## src/hw/rtl/m6502pd_ram.sv

```systemverilog
module m6502pd_ram #(
    parameter int WIDTH = 8,
    parameter int DEPTH = 2
) (
    input  logic                     i_clk,
    input  logic                     i_wr_en,
    input  logic [$clog2(DEPTH)-1:0] i_wr_addr,
    input  logic [WIDTH-1:0]         i_wr_data,
    input  logic                     i_rd_en,
    input  logic [$clog2(DEPTH)-1:0] i_rd_addr,
    output logic [WIDTH-1:0]         o_rd_data
);

    logic [WIDTH-1:0] r_mem [DEPTH];
    logic [WIDTH-1:0] r_rd_data;

    always_ff @(posedge i_clk) begin
        if (i_wr_en) begin
            r_mem[i_wr_addr] <= i_wr_data;
        end
        if (i_rd_en) begin
            r_rd_data <= r_mem[i_rd_addr];
        end
    end

    assign o_rd_data = r_rd_data;

endmodule

```

## config.mk

```make
export PLATFORM = sky130hd
export DESIGN_NAME = m6502pd_ram
export DESIGN_NICKNAME = d
export VERILOG_FILES = /design/src/hw/rtl/m6502pd_ram.sv
export SDC_FILE = /design/constraint.sdc
export NUM_CORES = 1
export LEC_CHECK = 0
export BUFFER_PORTS_ARGS = -buffer_cell sky130_fd_sc_hd__clkbuf_2
export CAP_MARGIN = 10
export CORE_MARGIN = 2
export CORE_UTILIZATION = 33
export DETAILED_ROUTE_END_ITERATION = 16
export GPL_TIMING_DRIVEN = 0
export PLACE_DENSITY = 0.51
export SLEW_MARGIN = 20
export SYNTH_ARGS = -nofsm -noshare
export SYNTH_HDL_FRONTEND = slang
export SYNTH_SLANG_ARGS = --single-unit
export TNS_END_PERCENT = 50
```

## constraint.sdc

```tcl
create_clock -name i_clk -period 2.6 [get_ports i_clk]
set_input_delay 0.13 -clock i_clk [delete_from_list [all_inputs] [get_ports i_clk]]
set_output_delay 0.13 -clock i_clk [all_outputs]
set_load 0.03 [all_outputs]
```

==> summary.md <==
| Metric | Value |
|---|---|
| Root Buffer Master | `clkbuf_4` |
| Most frequent cells in the layout | `edfxtp_1, clkbuf_2, mux2_4` |
| Area Overhead vs Synth | `22.6%` |
| Critical path's top delay family | `flip-flops` |
| Sequential power share | `67.6%` |
| Worst R2R Start | `r_mem[1][1]` |
| Avg WL per Cell | `11.1 um` |
| CP endpoint kind | `output port` |
| Crit path DAT | `0.86 ns` |
| Num CTS Buffers | `3` |
| Max VDD drop | `0.292 mV` |
| H-tree Lvls | `1` |
| Pwr dens | `645 nW/um^2` |
| Switch share | `20.4%` |
| Clk pin slew, worst setup/hold paths | `0.11 ns` |
| Worst R2R End | `o_rd_data[1]` |
| Vias | `369` |
| Setup TNS Final | `0 ns` |
| Grt total ovfl | `0` |
| Final Critical Period | `0.993 ns` |
| Placer congestion estimate | `0.548` |
| Status | `finished, final reports clean` |
| Max Clk Rate | `1010 MHz` |
| Cells along the critical path | `clkbuf_2` |
| Most common library cell in the layout ignoring fill and taps | `edfxtp_1` |
| TritonCTS clock tree | `yes` |
| CP Buf/Inv Count | `1` |
| DPL Wire Length | `725 um` |
| Die Wd | `55.2 um` |
| First-pass DRT Iterations | `4` |
| Synthesized cell area | `865 sq um` |
| Share of power burned in combinational logic | `10.6%` |
| Synth Register Bits | `24` |
| Critical path's largest stage delay | `0.38 ns` |
| Min-Delay Endpoint | `r_mem[0][4]` |
| Max stage delay cell, worst path | `edfxtp_1` |
| Worst r2r path cells | `1` |
| Ant diodes | `0` |
| Setup Viol. Count Final | `0` |
| DRT antenna net count | `0` |
| Detailed Route WL | `1010 um` |
| PortBufs | `19` |
| Period utilization | `38.2%` |
| Clock power frac | `21.8%` |
| Xor and xnor fraction of the mapped netlist area | `0%` |
| CORE AREA | `2480 sq um` |
| Initial core utilization | `34.9%` |
| Die area | `3050 sq um` |
| Post-synthesis sequential area ratio | `83.4%` |
| R2R setup slack | `1.72 ns` |
| # rows | `18` |
| Final Hold Fails | `0` |
| Max-cap violations | `0` |
| Largest family of logic cells by synthesized area | `multiplexers` |
| Pins Over Slew Limit | `0` |
| Final nets | `76` |
| Max-slew headroom | `50.7%` |
| Synth Area in Compound Gates | `0%` |
| Longest Clk Path Bufs | `2` |
| Crit path required time | `2.47 ns` |
| Cells on Worst Hold Path | `1` |
| Crit path kind | `flop to output port` |
| Ports | `21` |
| Drc violations | `0` |
| RSZ-0062 raised after global routing | `false` |
| GRT Total Usage | `8.15%` |
| Internal | `545 uW` |
| CP Max Fanout | `1` |
| Fin util | `42.8%` |
| DR vias/cell | `4.05` |
| Synth warn | `0` |
| Clock Skew | `0.00163 ns` |
| NetSw | `139 uW` |
| Yosys cell types | `5` |
| DR iter-0 viols | `3` |
| Fraction of synthesized area in multiplexers | `13.9%` |
| Worst Tran Pin Value | `0.738 ns` |
| Worst Hold Class | `input pin to flop` |
| Syn_area_per_cell | `24.7 sq um` |
| Layout cells sized above 1 | `50.8%` |
| Die Span Y | `55.2 um` |
| Simple-gate share of the synthesized area | `1.45%` |
| Cells after Synth | `35` |
| Vias in the first global route | `365` |
| Initial antenna violation count | `0` |
| Adder-Cell Fraction of Synth Area | `0%` |
| Largest net degree at the start of global routing | `13` |
| Leak | `0.000414 uW` |
| Global-route wire length before repair | `1550 um` |
| Worst hold path startpoint | `i_wr_data[4]` |
| Post-Syn Nets | `48` |
| Clock sinks | `24` |
| Clock latency reported for the late side of the worst-skew pair | `0.29 ns` |
| Worst Setup Start Kind | `flop` |
| Post_cts resized | `0` |
[synthesized netlist by cell type]
cell type,n,area share (%)
edfxtp_1,24,83
buf_6,1,1.3
nor2b_1,1,0.72
mux2_4,8,14
and2_1,1,0.72
[power groups by stage]
| stage | clock (uW) | sequential [uW] | combinational [uW] |
|---|---|---|---|
| 6_report | 149 | 462 | 72.7 |
| 5_1_grt | 173 | 466 | 77.9 |
| 4_1_cts | 157 | 463 | 69.6 |
| 3_5_place_dp | 0 | 472 | 69.6 |
| 3_3_place_gp | 0 | 470 | 69.2 |
| 2_1_floorplan | 0 | 490 | 26.5 |
[state kept, by name, indices dropped and copies added, names as in the netlist]
name	count
r_mem	16
o_rd_data	8
[per-stage QoR]
step / std cells / setup WS [ns] / hold WS (ns) / instance area (sq um) / power, uW
4_1_cts: 87 / 1.58 / 0.00464 / 1020 / 689
2_1_floorplan: 35 / 1.68 / 0.229 / 865 / 517
3_5_place_dp: 84 / 1.36 / 0.322 / 997 / 541
6_report: 91 / 1.61 / 0.0144 / 1060 / 684
3_3_place_gp: 84 / 1.39 / 0.320 / 997 / 540
5_1_grt: 91 / 1.53 / 0.00199 / 1060 / 717
[what timing repair did]
action | 4_1_cts | 5_1_grt
hold endpoints to repair | 0 | 8
setup endpoints to repair | 0 | 0
hold buffers | 0 | 4
setup buffers | 0 | 0
[how the worst max path moves through the flow]
| stage | from | slack [ns] | depth (start not counted) | endpoint |
|---|---|---|---|---|
| finish | o_rd_data[5] | 1.61 | 1 | o_rd_data[5] |
| global route | o_rd_data[5] | 1.53 | 1 | o_rd_data[5] |
| CTS | o_rd_data[5] | 1.58 | 1 | o_rd_data[5] |
| detailed placement | i_wr_en | 1.36 | 2 | r_mem[0][2] |
| global placement | i_wr_en | 1.39 | 2 | r_mem[0][2] |
| floorplan | i_wr_en | 1.68 | 1 | r_mem[0][0] |
[per-layer routing]
metal	global-route usage [%]	vias to the layer above	wire (um)
li1	-	188	-
met1	7.16	165	379
met2	15.3	14	541
met3	3.23	2	76
met4	4.88	0	11
met5	0	-	0
[cell type report]
class | instances | area, sq um
fillers | 235 | 1420
flip-flops and latches | 24 | 721
repair buffers | 23 | 135
multi-input cells | 10 | 133
well taps | 30 | 37.5
clock buffers | 3 | 22.5
plain buffers | 1 | 11.3
[kinds of logic after synthesis]
family | after synthesis
buffers and inverters | 1
DFF | 24
muxes | 8
and+or+nand+nor | 2
(Power assumes the default switching activity.)
