### src/hw/rtl/m6502pd_pkg.sv
package m6502pd_pkg;

    localparam logic [5:0] MN_ADC = 6'd0;
    localparam logic [5:0] MN_AND = 6'd1;
    localparam logic [5:0] MN_ASL = 6'd2;
    localparam logic [5:0] MN_BCC = 6'd3;
    localparam logic [5:0] MN_BCS = 6'd4;
    localparam logic [5:0] MN_BEQ = 6'd5;
    localparam logic [5:0] MN_BIT = 6'd6;
    localparam logic [5:0] MN_BMI = 6'd7;
    localparam logic [5:0] MN_BNE = 6'd8;
    localparam logic [5:0] MN_BPL = 6'd9;
    localparam logic [5:0] MN_BRK = 6'd10;
    localparam logic [5:0] MN_BVC = 6'd11;
    localparam logic [5:0] MN_BVS = 6'd12;
    localparam logic [5:0] MN_CLC = 6'd13;
    localparam logic [5:0] MN_CLD = 6'd14;
    localparam logic [5:0] MN_CLI = 6'd15;
    localparam logic [5:0] MN_CLV = 6'd16;
    localparam logic [5:0] MN_CMP = 6'd17;
    localparam logic [5:0] MN_CPX = 6'd18;
    localparam logic [5:0] MN_CPY = 6'd19;
    localparam logic [5:0] MN_DEC = 6'd20;
    localparam logic [5:0] MN_DEX = 6'd21;
    localparam logic [5:0] MN_DEY = 6'd22;
    localparam logic [5:0] MN_EOR = 6'd23;
    localparam logic [5:0] MN_INC = 6'd24;
    localparam logic [5:0] MN_INX = 6'd25;
    localparam logic [5:0] MN_INY = 6'd26;
    localparam logic [5:0] MN_JMP = 6'd27;
    localparam logic [5:0] MN_JSR = 6'd28;
    localparam logic [5:0] MN_LDA = 6'd29;
    localparam logic [5:0] MN_LDX = 6'd30;
    localparam logic [5:0] MN_LDY = 6'd31;
    localparam logic [5:0] MN_LSR = 6'd32;
    localparam logic [5:0] MN_NOP = 6'd33;
    localparam logic [5:0] MN_ORA = 6'd34;
    localparam logic [5:0] MN_PHA = 6'd35;
    localparam logic [5:0] MN_PHP = 6'd36;
    localparam logic [5:0] MN_PLA = 6'd37;
    localparam logic [5:0] MN_PLP = 6'd38;
    localparam logic [5:0] MN_ROL = 6'd39;
    localparam logic [5:0] MN_ROR = 6'd40;
    localparam logic [5:0] MN_RTI = 6'd41;
    localparam logic [5:0] MN_RTS = 6'd42;
    localparam logic [5:0] MN_SBC = 6'd43;
    localparam logic [5:0] MN_SEC = 6'd44;
    localparam logic [5:0] MN_SED = 6'd45;
    localparam logic [5:0] MN_SEI = 6'd46;
    localparam logic [5:0] MN_STA = 6'd47;
    localparam logic [5:0] MN_STX = 6'd48;
    localparam logic [5:0] MN_STY = 6'd49;
    localparam logic [5:0] MN_TAX = 6'd50;
    localparam logic [5:0] MN_TAY = 6'd51;
    localparam logic [5:0] MN_TSX = 6'd52;
    localparam logic [5:0] MN_TXA = 6'd53;
    localparam logic [5:0] MN_TXS = 6'd54;
    localparam logic [5:0] MN_TYA = 6'd55;
    localparam logic [5:0] MN_UND = 6'd56;

    localparam logic [3:0] MD_ACC = 4'd0;
    localparam logic [3:0] MD_IMP = 4'd1;
    localparam logic [3:0] MD_IMM = 4'd2;
    localparam logic [3:0] MD_REL = 4'd3;
    localparam logic [3:0] MD_ZP  = 4'd4;
    localparam logic [3:0] MD_ZPX = 4'd5;
    localparam logic [3:0] MD_ZPY = 4'd6;
    localparam logic [3:0] MD_IZX = 4'd7;
    localparam logic [3:0] MD_IZY = 4'd8;
    localparam logic [3:0] MD_ABS = 4'd9;
    localparam logic [3:0] MD_IND = 4'd10;
    localparam logic [3:0] MD_ABX = 4'd11;
    localparam logic [3:0] MD_ABY = 4'd12;

    localparam logic [7:0] OP_JMP_ABS = 8'h4c;
    localparam logic [7:0] OP_JMP_IND = 8'h6c;
    localparam logic [7:0] OP_JSR     = 8'h20;
    localparam logic [7:0] OP_RTI     = 8'h40;
    localparam logic [7:0] OP_RTS     = 8'h60;

    localparam logic [1:0] CNT_NONE = 2'd0;
    localparam logic [1:0] CNT_OP   = 2'd1;
    localparam logic [1:0] CNT_LOW  = 2'd2;

    localparam int STATE_DEPTH = 2;

    typedef struct packed {
        logic [5:0] mn;
        logic [3:0] md;
    } t_dec;

    typedef struct packed {
        logic [7:0]  op;
        logic [7:0]  low;
        logic [15:0] addr;
        logic [1:0]  cnt;
    } t_state;

    localparam int STATE_W = $bits(t_state);

    typedef struct packed {
        logic [15:0] instr_address;
        logic [7:0]  opcode_value;
        logic [5:0]  mnemonic_id;
        logic [3:0]  addr_mode;
        logic [1:0]  instr_length;
        logic [15:0] operand_value;
        logic        changes_flow;
        logic        is_undefined;
        logic        operand_is_address;
    } t_result;

    function automatic logic [1:0] f_length(input logic [3:0] md);
        logic [1:0] len;
        if (md <= MD_IMP) begin
            len = 2'd1;
        end else if (md <= MD_IZY) begin
            len = 2'd2;
        end else begin
            len = 2'd3;
        end
        return len;
    endfunction

    function automatic t_dec f_decode(input logic [7:0] op);
        t_dec d;
        case (op)
            8'h00: d = '{MN_BRK, MD_IMP};
            8'h01: d = '{MN_ORA, MD_IZX};
            8'h05: d = '{MN_ORA, MD_ZP};
            8'h06: d = '{MN_ASL, MD_ZP};
            8'h08: d = '{MN_PHP, MD_IMP};
            8'h09: d = '{MN_ORA, MD_IMM};
            8'h0a: d = '{MN_ASL, MD_ACC};
            8'h0d: d = '{MN_ORA, MD_ABS};
            8'h0e: d = '{MN_ASL, MD_ABS};
            8'h10: d = '{MN_BPL, MD_REL};
            8'h11: d = '{MN_ORA, MD_IZY};
            8'h15: d = '{MN_ORA, MD_ZPX};
            8'h16: d = '{MN_ASL, MD_ZPX};
            8'h18: d = '{MN_CLC, MD_IMP};
            8'h19: d = '{MN_ORA, MD_ABY};
            8'h1d: d = '{MN_ORA, MD_ABX};
            8'h1e: d = '{MN_ASL, MD_ABX};
            8'h20: d = '{MN_JSR, MD_ABS};
            8'h21: d = '{MN_AND, MD_IZX};
            8'h24: d = '{MN_BIT, MD_ZP};
            8'h25: d = '{MN_AND, MD_ZP};
            8'h26: d = '{MN_ROL, MD_ZP};
            8'h28: d = '{MN_PLP, MD_IMP};
            8'h29: d = '{MN_AND, MD_IMM};
            8'h2a: d = '{MN_ROL, MD_ACC};
            8'h2c: d = '{MN_BIT, MD_ABS};
            8'h2d: d = '{MN_AND, MD_ABS};
            8'h2e: d = '{MN_ROL, MD_ABS};
            8'h30: d = '{MN_BMI, MD_REL};
            8'h31: d = '{MN_AND, MD_IZY};
            8'h35: d = '{MN_AND, MD_ZPX};
            8'h36: d = '{MN_ROL, MD_ZPX};
            8'h38: d = '{MN_SEC, MD_IMP};
            8'h39: d = '{MN_AND, MD_ABY};
            8'h3d: d = '{MN_AND, MD_ABX};
            8'h3e: d = '{MN_ROL, MD_ABX};
            8'h40: d = '{MN_RTI, MD_IMP};
            8'h41: d = '{MN_EOR, MD_IZX};
            8'h45: d = '{MN_EOR, MD_ZP};
            8'h46: d = '{MN_LSR, MD_ZP};
            8'h48: d = '{MN_PHA, MD_IMP};
            8'h49: d = '{MN_EOR, MD_IMM};
            8'h4a: d = '{MN_LSR, MD_ACC};
            8'h4c: d = '{MN_JMP, MD_ABS};
            8'h4d: d = '{MN_EOR, MD_ABS};
            8'h4e: d = '{MN_LSR, MD_ABS};
            8'h50: d = '{MN_BVC, MD_REL};
            8'h51: d = '{MN_EOR, MD_IZY};
            8'h55: d = '{MN_EOR, MD_ZPX};
            8'h56: d = '{MN_LSR, MD_ZPX};
            8'h58: d = '{MN_CLI, MD_IMP};
            8'h59: d = '{MN_EOR, MD_ABY};
            8'h5d: d = '{MN_EOR, MD_ABX};
            8'h5e: d = '{MN_LSR, MD_ABX};
            8'h60: d = '{MN_RTS, MD_IMP};
            8'h61: d = '{MN_ADC, MD_IZX};
            8'h65: d = '{MN_ADC, MD_ZP};
            8'h66: d = '{MN_ROR, MD_ZP};
            8'h68: d = '{MN_PLA, MD_IMP};
            8'h69: d = '{MN_ADC, MD_IMM};
            8'h6a: d = '{MN_ROR, MD_ACC};
            8'h6c: d = '{MN_JMP, MD_IND};
            8'h6d: d = '{MN_ADC, MD_ABS};
            8'h6e: d = '{MN_ROR, MD_ABS};
            8'h70: d = '{MN_BVS, MD_REL};
            8'h71: d = '{MN_ADC, MD_IZY};
            8'h75: d = '{MN_ADC, MD_ZPX};
            8'h76: d = '{MN_ROR, MD_ZPX};
            8'h78: d = '{MN_SEI, MD_IMP};
            8'h79: d = '{MN_ADC, MD_ABY};
            8'h7d: d = '{MN_ADC, MD_ABX};
            8'h7e: d = '{MN_ROR, MD_ABX};
            8'h81: d = '{MN_STA, MD_IZX};
            8'h84: d = '{MN_STY, MD_ZP};
            8'h85: d = '{MN_STA, MD_ZP};
            8'h86: d = '{MN_STX, MD_ZP};
            8'h88: d = '{MN_DEY, MD_IMP};
            8'h8a: d = '{MN_TXA, MD_IMP};
            8'h8c: d = '{MN_STY, MD_ABS};
            8'h8d: d = '{MN_STA, MD_ABS};
            8'h8e: d = '{MN_STX, MD_ABS};
            8'h90: d = '{MN_BCC, MD_REL};
            8'h91: d = '{MN_STA, MD_IZY};
            8'h94: d = '{MN_STY, MD_ZPX};
            8'h95: d = '{MN_STA, MD_ZPX};
            8'h96: d = '{MN_STX, MD_ZPY};
            8'h98: d = '{MN_TYA, MD_IMP};
            8'h99: d = '{MN_STA, MD_ABY};
            8'h9a: d = '{MN_TXS, MD_IMP};
            8'h9d: d = '{MN_STA, MD_ABX};
            8'ha0: d = '{MN_LDY, MD_IMM};
            8'ha1: d = '{MN_LDA, MD_IZX};
            8'ha2: d = '{MN_LDX, MD_IMM};
            8'ha4: d = '{MN_LDY, MD_ZP};
            8'ha5: d = '{MN_LDA, MD_ZP};
            8'ha6: d = '{MN_LDX, MD_ZP};
            8'ha8: d = '{MN_TAY, MD_IMP};
            8'ha9: d = '{MN_LDA, MD_IMM};
            8'haa: d = '{MN_TAX, MD_IMP};
            8'hac: d = '{MN_LDY, MD_ABS};
            8'had: d = '{MN_LDA, MD_ABS};
            8'hae: d = '{MN_LDX, MD_ABS};
            8'hb0: d = '{MN_BCS, MD_REL};
            8'hb1: d = '{MN_LDA, MD_IZY};
            8'hb4: d = '{MN_LDY, MD_ZPX};
            8'hb5: d = '{MN_LDA, MD_ZPX};
            8'hb6: d = '{MN_LDX, MD_ZPY};
            8'hb8: d = '{MN_CLV, MD_IMP};
            8'hb9: d = '{MN_LDA, MD_ABY};
            8'hba: d = '{MN_TSX, MD_IMP};
            8'hbc: d = '{MN_LDY, MD_ABX};
            8'hbd: d = '{MN_LDA, MD_ABX};
            8'hbe: d = '{MN_LDX, MD_ABY};
            8'hc0: d = '{MN_CPY, MD_IMM};
            8'hc1: d = '{MN_CMP, MD_IZX};
            8'hc4: d = '{MN_CPY, MD_ZP};
            8'hc5: d = '{MN_CMP, MD_ZP};
            8'hc6: d = '{MN_DEC, MD_ZP};
            8'hc8: d = '{MN_INY, MD_IMP};
            8'hc9: d = '{MN_CMP, MD_IMM};
            8'hca: d = '{MN_DEX, MD_IMP};
            8'hcc: d = '{MN_CPY, MD_ABS};
            8'hcd: d = '{MN_CMP, MD_ABS};
            8'hce: d = '{MN_DEC, MD_ABS};
            8'hd0: d = '{MN_BNE, MD_REL};
            8'hd1: d = '{MN_CMP, MD_IZY};
            8'hd5: d = '{MN_CMP, MD_ZPX};
            8'hd6: d = '{MN_DEC, MD_ZPX};
            8'hd8: d = '{MN_CLD, MD_IMP};
            8'hd9: d = '{MN_CMP, MD_ABY};
            8'hdd: d = '{MN_CMP, MD_ABX};
            8'hde: d = '{MN_DEC, MD_ABX};
            8'he0: d = '{MN_CPX, MD_IMM};
            8'he1: d = '{MN_SBC, MD_IZX};
            8'he4: d = '{MN_CPX, MD_ZP};
            8'he5: d = '{MN_SBC, MD_ZP};
            8'he6: d = '{MN_INC, MD_ZP};
            8'he8: d = '{MN_INX, MD_IMP};
            8'he9: d = '{MN_SBC, MD_IMM};
            8'hea: d = '{MN_NOP, MD_IMP};
            8'hec: d = '{MN_CPX, MD_ABS};
            8'hed: d = '{MN_SBC, MD_ABS};
            8'hee: d = '{MN_INC, MD_ABS};
            8'hf0: d = '{MN_BEQ, MD_REL};
            8'hf1: d = '{MN_SBC, MD_IZY};
            8'hf5: d = '{MN_SBC, MD_ZPX};
            8'hf6: d = '{MN_INC, MD_ZPX};
            8'hf8: d = '{MN_SED, MD_IMP};
            8'hf9: d = '{MN_SBC, MD_ABY};
            8'hfd: d = '{MN_SBC, MD_ABX};
            8'hfe: d = '{MN_INC, MD_ABX};
            default: d = '{MN_UND, MD_IMP};
        endcase
        return d;
    endfunction

endpackage

### src/hw/rtl/m6502pd_emit.sv
module m6502pd_emit (
    input  logic [7:0]          i_opcode,
    input  logic [15:0]         i_address,
    input  logic [15:0]         i_operand,
    output m6502pd_pkg::t_result o_result
);

    import m6502pd_pkg::*;

    t_dec        dec;
    logic [1:0]  len;
    logic [15:0] target;

    always_comb begin
        dec    = f_decode(i_opcode);
        len    = f_length(dec.md);
        target = i_address + 16'd2 + {{8{i_operand[7]}}, i_operand[7:0]};

        o_result.instr_address = i_address;
        o_result.opcode_value  = i_opcode;
        o_result.mnemonic_id   = dec.mn;
        o_result.addr_mode     = dec.md;
        o_result.instr_length  = len;
        if (dec.md == MD_REL) begin
            o_result.operand_value = target;
        end else if (len == 2'd1) begin
            o_result.operand_value = 16'd0;
        end else begin
            o_result.operand_value = i_operand;
        end
        o_result.changes_flow = (dec.md == MD_REL) ||
            (i_opcode inside {OP_JMP_ABS, OP_JMP_IND, OP_JSR, OP_RTI, OP_RTS});
        o_result.is_undefined       = (dec.mn == MN_UND);
        o_result.operand_is_address = (dec.md >= MD_REL);
    end

endmodule

### config.mk
export PLATFORM = sky130hd
export DESIGN_NAME = m6502pd_emit
export DESIGN_NICKNAME = d
export VERILOG_FILES = /design/src/hw/rtl/m6502pd_pkg.sv /design/src/hw/rtl/m6502pd_emit.sv
export SDC_FILE = /design/constraint.sdc
export NUM_CORES = 1
export LEC_CHECK = 0
export ABC_AREA = 1
export ABC_CLOCK_PERIOD_IN_PS = 5850
export BUFFER_PORTS_ARGS = -buffer_cell sky130_fd_sc_hd__buf_4
export CORE_ASPECT_RATIO = 1.5
export CORE_UTILIZATION = 44
export DETAILED_ROUTE_END_ITERATION = 7
export PLACE_DENSITY = 0.78
export SYNTH_ARGS = -nofsm -noshare
export SYNTH_HDL_FRONTEND = slang
export SYNTH_SLANG_ARGS = --single-unit
### constraint.sdc
create_clock -name vclk -period 5.85
set_clock_uncertainty 0.1 [all_clocks]
set_input_delay 0.2925 -clock vclk [all_inputs]
set_output_delay 0.2925 -clock vclk [all_outputs]
set_load 0.05 [all_outputs]
==> impl_results.md, run 1 <==
* Synth top area cells: nand2_1 (25%), nand3_1 (15%), ha_1 (14%)
* Dpl cells at around 800
* Worst slew pin tran at 0.7385 ns
* 1st-iter DRT viols at 308
* Register area share after synthesis at 0
* CP delay by family, top: simple AND/OR/NAND/NOR gates
* Layout Cells excl Fill at about 800
* Mapped Avg Cell Area at 5.257 µm²
* Number of remaining DRC errors at 0
* Synth warnings at 0
* Slowest cell delay on critical path at 0.61 ns
* Post-Syn Area at roughly 3400 µm²
* CTS resizes at 0
* Area Overhead vs Synth at 14.48%
* Std-Cell Rows at 39
* Placement Cell Area at roughly 4000 µm²
* Netlist cell types at 35
* Core area at approximately 7600 µm²
* Relative slew slack at 0.5065
* Vias in the first global route at between 4000 and 5000
* Minimum clock period at 3.451 ns
* Leakage at 2.248 nW
* Area of the multi-input gates at between 2000 and 3000 µm²
* Avg Vias per Cell at approximately 5.9
* All-Layer GR Usage at 0.3494
* Area leader, netlist: nand2_1
* Seq Cell Count at 0
* Syn Nets at 727
* Max layer used: met4
* Die X-Extent at 73.90 µm
* Cell Chain, Critical Path: buf_4 -> inv_2 -> ha_1 -> inv_2 -> nor2_1 -> o21ai_1 -> nand2_1 -> nand4_1 -> nand2_1 -> nor2_4 -> nand2_4 -> nand2_1 -> nand2_1 -> buf_4
* Top post-synthesis cells by count: nand2_1 (231), nand3_1 (101), nor2_1 (43), inv_1 (41), a21oi_1 (38)
* First-pass GRT wire length at 21580 µm
* Design area at roughly 4000 µm²
* Routed Wire Length at 14340 µm
* # port buffers at 95
* Buffer count from post-CTS setup fixing at 0
* Routed len/inst at 17.99 µm
* Maxcap violations at 0
* Final Setup Violations at 0
* Antenna violations before repair at 0
* DP HPWL at about 11000 µm
* Kind of critical path: in2out
* I/O Pins at 95
* Placer Congestion at between 1 and 1.5
* Nets at 775
* Slew Viols, Final at 0
* Worst VDD drop at 0.06539 mV
* Total gr overflow at 0
* Die Area at 8118 µm²
* HP Class: in2out
* Diode count at 0
* Hold Buf Count CTS at 0
* Clock buffers at 0
* Final setup TNS at 0 ns
* Met3 WL at 1117 µm
* Status: finished clean
* FMAX at 0.2898 GHz
* Arrival @ worst endpoint at 3.06 ns
* Startpoint type of the worst setup path: primary input
* Critical path required time at 5.46 ns
* Pwr Density at around 150 nW/µm²
* RSZ-0062 raised after global routing: no
* Initial core utilization at 0.4511
* Bufs and invs on worst path at 4
* WL met1 at 4740 µm
* Drt first pass iters at 7
* Most frequent cell after synthesis: nand2_1
* Fraction of layout cells with a size suffix above 1 at 0.1727
* Period utilization at 0.5899
* Final Hold Fails at 0
* DRT antenna net count at 0
* Layout filler cell count at 823
* Most used cell, CP: nand2_1
* Register Area at 0 µm²
* Post-Synthesis Cells at 649
* Met2 Routed Length at 7397 µm
* Slowest-stage cell, CP: nor2_4
* Largest net degree at the start of global routing at 36
* CP Max Fanout at 35
* Die height at 109.9 µm
* Vias post-DR at between 4000 and 5000
* Share of the synthesized area in the top cell type at 0.2541
* Endpoint class of the critical path: output port
per-layer routing:
| layer | vias to the layer above | GRT usage |
|---|---|---|
| met4 | 0 | 0.2541 |
| met2 | 296 | 0.6513 |
| met3 | 76 | 0.04400 |
| met5 | - | 0 |
| met1 | 2102 | 0.3428 |
| li1 | 2216 | - |
kinds of logic (layout without fill, tap and decap cells):
group | count (synthesis) | count (layout) | synth area share
AOI/OAI and AO/OA | 91 | 91 | 0.1514
adders and majority gates | 38 | 38 | 0.1415
buffers and inverters | 103 | 149 | 0.1617
and+or+nand+nor | 404 | 404 | 0.5119
xor gates and xnor gates | 13 | 13 | 0.03337
power breakdown:
| part | internal (W) | switching (W) | leakage (nW) |
|---|---|---|---|
| Sequential | 0 | 0 | 0 |
| Clock | 0 | 0 | 0 |
| Combinational | 0.000174 | 0.000412 | 2.25 |
worst paths after layout:
check	endpoint	slack [ns]	cells after the start	start
worst max-delay path	o_result[16]	2.40	14	i_opcode[1]
worst min-delay path	o_result[44]	0.76	2	i_address[5]
through the flow:
| stage | utilization | total power, W | hold slack [ns] | worst slack (ns) |
|---|---|---|---|---|
| detailed placement | 0.5165 | 0.0005758 | 0.7555 | 2.482 |
| global placement | 0.5165 | 0.0005727 | 0.7546 | 2.518 |
| global route | 0.5165 | 0.0006300 | 0.7644 | 2.174 |
| floorplan | - | 0.0004288 | 0.6521 | 2.315 |
| CTS | 0.5165 | 0.0005772 | 0.7555 | 2.468 |
| finish | 0.5165 | 0.0005863 | 0.7558 | 2.399 |
placed cells by master, fill, tap and decap left out, drive strengths merged:
master,instances
a21boi,15
a21o,1
a21oi,38
a31oi,3
buf,95
clkinv,2
fa,1
ha,37
inv,52
nand2,240
nand3,101
nand3b,2
nand4,9
nor2,47
nor3,4
o211ai,2
o21ai,27
o21bai,3
o22ai,1
o32ai,1
or2,1
xnor2,6
xor2,7
cell type report:
cell class	count	area share
timing repair buffer	95	0.1826
inverter	54	0.05253
multi-input combinational	546	0.7322
tap	102	0.03267
(Power assumes the default switching activity.)
==> inputs of run 2 (changes only) <==
- ABC_CLOCK_PERIOD_IN_PS: 5850 -> 3300
- clock period: 5.85 -> 3.3 ns (I/O delays scaled with it)
==> run 2 against run 1 <==
Against the previous run: sequential share of layout area did not move; global-route usage increased by 1.3 points; clock-buffer cell count unchanged; design area grew 2.1%; non-clock buffer count rose by 11; total power grew 80%; sequential cell count is the same; via count fell by 0.15%; critical path depth is the same; critical path type unchanged; largest cell class unchanged.
==> impl_results.md, run 2 (synthesis results as in run 1) <==
* Antenna violations before repair at 0 (unchanged)
* Area Overhead vs Synth at 16.91% (was 14.48%)
* Most frequent cells in the layout: nand2_1 (231), buf_4 (106), nand3_1 (101) (was nand2_1 (231), nand3_1 (101), buf_4 (95))
* Total gr overflow at 0 (unchanged)
* Drt first pass iters at 5 (was 7)
* Arrival @ worst endpoint at 2.83 ns (was 3.06 ns)
* Worst VDD drop at 0.1237 mV (was 0.06539 mV)
* Die height at 109.9 µm (unchanged)
* Maxcap violations at 0 (unchanged)
* Diode count at 0 (unchanged)
* Routed len/inst at 18.05 µm (was 17.99 µm)
* # port buffers at 95 (unchanged)
* I/O Pins at 95 (unchanged)
* Critical path required time at 3.03 ns (was 5.46 ns)
* Largest net degree at the start of global routing at 36 (unchanged)
* Dpl cells at 808 (was 797)
* First-pass GRT wire length at 22290 µm (was 21580 µm)
* Post-layout total power at 0.001052 W (was 0.0005863 W)
* Vias in the first global route at 4492 (was 4401)
* Kind of critical path: in2out (unchanged)
* Final setup TNS at 0 ns (unchanged)
* DP HPWL at 11510 µm (was 11160 µm)
* 1st-iter DRT viols at 276 (was 308)
* Fraction of layout cells with a size suffix above 1 at 0.1856 (was 0.1727)
* HP Class: in2out (unchanged)
* Pwr Density at 263.9 nW/µm² (was 150.1 nW/µm²)
* Vias post-DR at 4683 (was 4690)
* Final Setup Violations at 0 (unchanged)
* Endpoint class of the critical path: output port (unchanged)
* Layout Cells excl Fill at 808 (was 797)
* Worst slew pin tran at 0.7311 ns (was 0.7385 ns)
* Slew Viols, Final at 0 (unchanged)
* Die Area at 8118 µm² (unchanged)
* Period utilization at 0.9373
* Seq Cell Count at 0 (unchanged)
* Minimum clock period at 3.093 ns
* DRT antenna net count at 0 (unchanged)
* Nets at 786 (was 775)
* Clock buffers at 0 (unchanged)
* Most common cell after layout, fill and taps aside: nand2_1 (unchanged)
* Buffer count from post-CTS setup fixing at 0 (unchanged)
* Hold Buf Count CTS at 0 (unchanged)
* Std-Cell Rows at 39 (unchanged)
* Post-Place Setup Slack at 0.2660 ns (was 2.482 ns)
* CP Max Fanout at 4 (was 35)
* All-Layer GR Usage at 0.3620 (was 0.3494)
* Register Area at 0 µm² (unchanged)
* Placer Congestion at 1.065 (was 1.044)
* Avg Vias per Cell at 5.796 (was 5.885)
* Status: finished clean (unchanged)
* Final Hold Fails at 0 (unchanged)
* RSZ-0062 raised after global routing: no (unchanged)
* Routed Wire Length at 14580 µm (was 14340 µm)
* CTS resizes at 0 (unchanged)
* Initial core utilization at 0.4511 (unchanged)
* Number of remaining DRC errors at 0 (unchanged)
* Die X-Extent at 73.90 µm (unchanged)
* Setup ws final at 0.2070 ns (was 2.399 ns)
* FMAX at 0.3233 GHz
* Core area at 7564 µm² (unchanged)
* Relative slew slack at 0.5074 (was 0.5065)
* Startpoint type of the worst setup path: primary input (unchanged)
* Leakage at 2.300 nW (was 2.248 nW)
==> run 2: changes by cell type in the layout (fill, tap and decap cells not counted), sizes merged <==
| cell | previous run | this run |
|---|---|---|
| buf | 95 | 106 |
==> run 2: final cells by class <==
| class | count | area (µm²) |
|---|---|---|
| inverters | 54 | 205.2 |
| well taps | 102 | 127.6 |
| repair buffers | 106 | 795.8 |
| fillers | 811 | 3575 |
| multi-input cells | 546 | 2860 |
==> run 2: path summary, 6_finish.rpt <==
check / startpoint / end / cells after the start
max: i_operand[1] / o_result[16] / 14
min: i_address[5] / o_result[44] / 2
==> run 2: where the power goes <==
part	internal, W	total [W]	switching [W]	leakage, nW
registers	0	0	0	0
logic	0.000318	0.00105	0.000735	2.30
clock network	0	0	0	0
==> run 2: per-stage QoR <==
| step | utilization | hold WS (ns) | instance area [µm²] |
|---|---|---|---|
| after floorplan | - | 0.3971 | 3412 |
| after CTS | 0.5274 | 0.4976 | 3989 |
| final | 0.5274 | 0.4978 | 3989 |
| after global placement | 0.5274 | 0.4979 | 3989 |
| after detailed placement | 0.5274 | 0.4976 | 3989 |
| after global routing | 0.5274 | 0.5060 | 3989 |
==> run 2: layer usage <==
| metal | part of all wire | vias up | global-route usage | wire, µm |
|---|---|---|---|---|
| met5 | 0 | - | 0 | 0 |
| met4 | 0.088 | 0 | 0.2596 | 1287 |
| met3 | 0.078 | 84 | 0.04675 | 1138 |
| met2 | 0.51 | 270 | 0.6734 | 7431 |
| met1 | 0.32 | 2091 | 0.3573 | 4723 |
| li1 | - | 2238 | - | - |
==> run 2: critical path, stage by stage <==
cell,delay [ns]
buf_4,0.11
inv_1,0.07
ha_1,0.22
inv_1,0.06
ha_1,0.21
inv_1,0.08
fa_1,0.42
o21ai_0,0.62
nand4_1,0.16
nand3_1,0.16
xor2_1,0.15
nand3_1,0.10
nand2_1,0.11
buf_4,0.19
==> inputs of run 3 (changes only) <==
- ABC_AREA: 1 -> unset
==> run 3 against run 2 <==
Against the previous run: largest cell class unchanged; critical endpoint is now o_result[18]; sequential share of layout area stayed put; first-iteration DRC count increased by 130%; total power fell by 4.3%; synthesized area shrank 3.6%; global-route usage down 8.0 points; hold slack lost 0.0018 ns; sequential cell count unchanged; largest power group unchanged.
==> impl_results.md, run 3 <==
* Kind of critical path: in2out (unchanged)
* Synth top area cells: ha_1 (14%), buf_4 (7.1%), a21oi_1 (5.6%) (was nand2_1 (25%), nand3_1 (15%), ha_1 (14%))
* Die height at 107.9 µm (was 109.9 µm)
* Clock buffers at 0 (unchanged)
* GR Util met3 at 0.04213 (was 0.04675)
* Nets at 605 (was 786)
* Area of the multi-input gates at 2835 µm² (was 2860 µm²)
* FMAX at 0.3218 GHz (was 0.3233 GHz)
* Post-Syn Area at 3288 µm² (was 3412 µm²)
* CP Max Fanout at 5 (was 4)
* 1st-iter DRT viols at 638 (was 276)
* Final Setup Violations at 0 (unchanged)
* Buffer count from post-CTS setup fixing at 0 (unchanged)
* Grt met2 use at 0.5207 (was 0.6734)
* Critical path required time at 3.03 ns (about the same)
* Slew Viols, Final at 0 (unchanged)
* Cell Chain, Critical Path: buf_4 -> inv_1 -> ha_1 -> inv_1 -> ha_1 -> inv_1 -> fa_1 -> nor2b_1 -> o21ai_0 -> nand2b_1 -> a21oi_1 -> o31a_1 -> or3_1 -> a22o_1 -> buf_4 (was buf_4 -> inv_1 -> ha_1 -> inv_1 -> ha_1 -> inv_1 -> fa_1 -> o21ai_0 -> nand4_1 -> nand3_1 -> xor2_1 -> nand3_1 -> nand2_1 -> buf_4)
* Register area share after synthesis at 0 (unchanged)
* Arrival @ worst endpoint at 2.84 ns (was 2.83 ns)
* Period utilization at 0.9418 (was 0.9373)
* Relative slew slack at 0.5083 (was 0.5074)
* Antenna violations before repair at 0 (unchanged)
* Synth warnings at 0 (unchanged)
* Area leader, netlist: ha_1 (was nand2_1)
* Hold Buf Count CTS at 0 (unchanged)
* Bufs and invs on worst path at 5 (unchanged)
* Vias in the first global route at 3802 (was 4492)
* Most used cell, CP: inv_1 (unchanged)
* Placer Congestion at 1.043 (was 1.065)
* DRT antenna net count at 0 (unchanged)
* Slowest-stage cell, CP: fa_1 (was o21ai_0)
* Avg Vias per Cell at 6.432 (was 5.796)
* Die X-Extent at 72.59 µm (was 73.90 µm)
* Netlist cell types at 84 (was 35)
* Endpoint class of the critical path: output port (unchanged)
* Fraction of layout cells with a size suffix above 1 at 0.2590 (was 0.1856)
* Std-Cell Rows at 38 (was 39)
* Diode count at 0 (unchanged)
* Initial core utilization at 0.4550 (was 0.4511)
* Syn Nets at 552 (was 727)
* Most common cell after layout, fill and taps aside: buf_4 (was nand2_1)
* Number of remaining DRC errors at 0 (unchanged)
* Layout Cells excl Fill at 625 (was 808)
* Layout filler cell count at 734 (was 811)
* Post-Synthesis Cells at 474 (was 649)
* I/O Pins at 95 (unchanged)
* Drt first pass iters at 6 (was 5)
* Core area at 7227 µm² (was 7564 µm²)
* Top post-synthesis cells by count: nand2_1 (42), a21oi_1 (37), ha_1 (37), buf_4 (31), o21ai_0 (31) (was nand2_1 (231), nand3_1 (101), nor2_1 (43), inv_1 (41), a21oi_1 (38))
* # port buffers at 95 (unchanged)
* First-pass GRT wire length at 17930 µm (was 22290 µm)
* Share of the synthesized area in the top cell type at 0.1408 (was 0.2541)
* Final setup TNS at 0 ns (unchanged)
* Met1 GRT Util at 0.3034 (was 0.3573)
* RSZ-0062 raised after global routing: no (unchanged)
* HP Class: in2out (unchanged)
* Status: finished clean (unchanged)
* Routed len/inst at 17.79 µm (was 18.05 µm)
* Most frequent cells in the layout: buf_4 (110), nand2_1 (42), a21oi_1 (37), ha_1 (37), o21ai_0 (31) (was nand2_1 (231), buf_4 (106), nand3_1 (101))
* Gr busiest metal: met2 (unchanged)
* Worst VDD drop at 0.1817 mV (was 0.1237 mV)
* Final Hold Fails at 0 (unchanged)
* Routed Wire Length at 11120 µm (was 14580 µm)
* Seq Cell Count at 0 (unchanged)
* DP HPWL at 8507 µm (was 11510 µm)
* All-Layer GR Usage at 0.2816 (was 0.3620)
* CTS resizes at 0 (unchanged)
* Vias post-DR at 4020 (was 4683)
* Die Area at 7830 µm² (was 8118 µm²)
* Mapped Avg Cell Area at 6.937 µm² (was 5.257 µm²)
* Slowest cell delay on critical path at 0.41 ns (was 0.62 ns)
* Area Overhead vs Synth at 18.87% (was 16.91%)
* CP delay by family, top: adder cells (unchanged)
* Worst slew pin tran at 0.7360 ns (was 0.7311 ns)
* Leakage at 1.740 nW (was 2.300 nW)
* Minimum clock period at 3.108 ns (was 3.093 ns)
* Largest net degree at the start of global routing at 54 (was 36)
* Dpl cells at 625 (was 808)
* Pwr Density at 257.6 nW/µm² (was 263.9 nW/µm²)
* Maxcap violations at 0 (unchanged)
* Total gr overflow at 0 (unchanged)
* Most frequent cell after synthesis: nand2_1 (unchanged)
* Startpoint type of the worst setup path: primary input (unchanged)
* Register Area at 0 µm² (unchanged)
run 3: cell count changes after synthesis, sizes merged, moves of 8 or more:
| cell | before | now |
|---|---|---|
| nand2 | 240 | 42 |
| a31oi | 3 | 11 |
| a22o | 0 | 15 |
| inv | 52 | 22 |
| nor2b | 0 | 13 |
| a21boi | 15 | 4 |
| nor2 | 47 | 31 |
| nand3 | 101 | 6 |
| nand2b | 0 | 15 |
run 3: area by class of cell:
cell class	instances	share of cell area
Multi-Input combinational cell	391	0.7254
Tap cell	100	0.03201
Inverter	22	0.02113
Timing Repair Buffer	112	0.2215
run 3: per-layer routing:
layer	share of wire	vias to the layer above	wire length, µm
met4	0.045	0	497
met2	0.52	257	5770
met5	0	-	0
li1	-	1882	-
met1	0.36	1833	3954
met3	0.081	48	896
run 3: through the flow:
stage                      power, W  hold slack (ns)  cell area, µm²  setup slack (ns)  utilization
after floorplan           0.0007384           0.3971            3312           0.09732            -
after global routing       0.001072           0.4993            3909           0.03738       0.5409
after CTS                 0.0009983           0.4965            3909            0.2128       0.5409
after global placement    0.0009790           0.4970            3909            0.3362       0.5409
final                      0.001007           0.4960            3909            0.1920       0.5409
after detailed placement  0.0009937           0.4964            3909            0.2215       0.5409
run 3: path summary, 6_finish.rpt:
kind,start,to,depth (start not counted)
max,i_address[1],o_result[18],15
min,i_address[1],o_result[40],2
run 3: where the power goes:
part	internal (W)	switching [W]	total [W]
sequential	0	0	0
combinational	0.000363	0.000644	0.00101
clock	0	0	0
total	0.000363	0.000644	0.00101
run 3: cells by family after synthesis:
family                     share of synthesized area
adders and majority gates                     0.1499
buffers and inverters                         0.1450
and+or+nand+nor                               0.2325
muxes                                        0.02816
xor gates and xnor gates                     0.02930
AOI/OAI and AO/OA                             0.4152
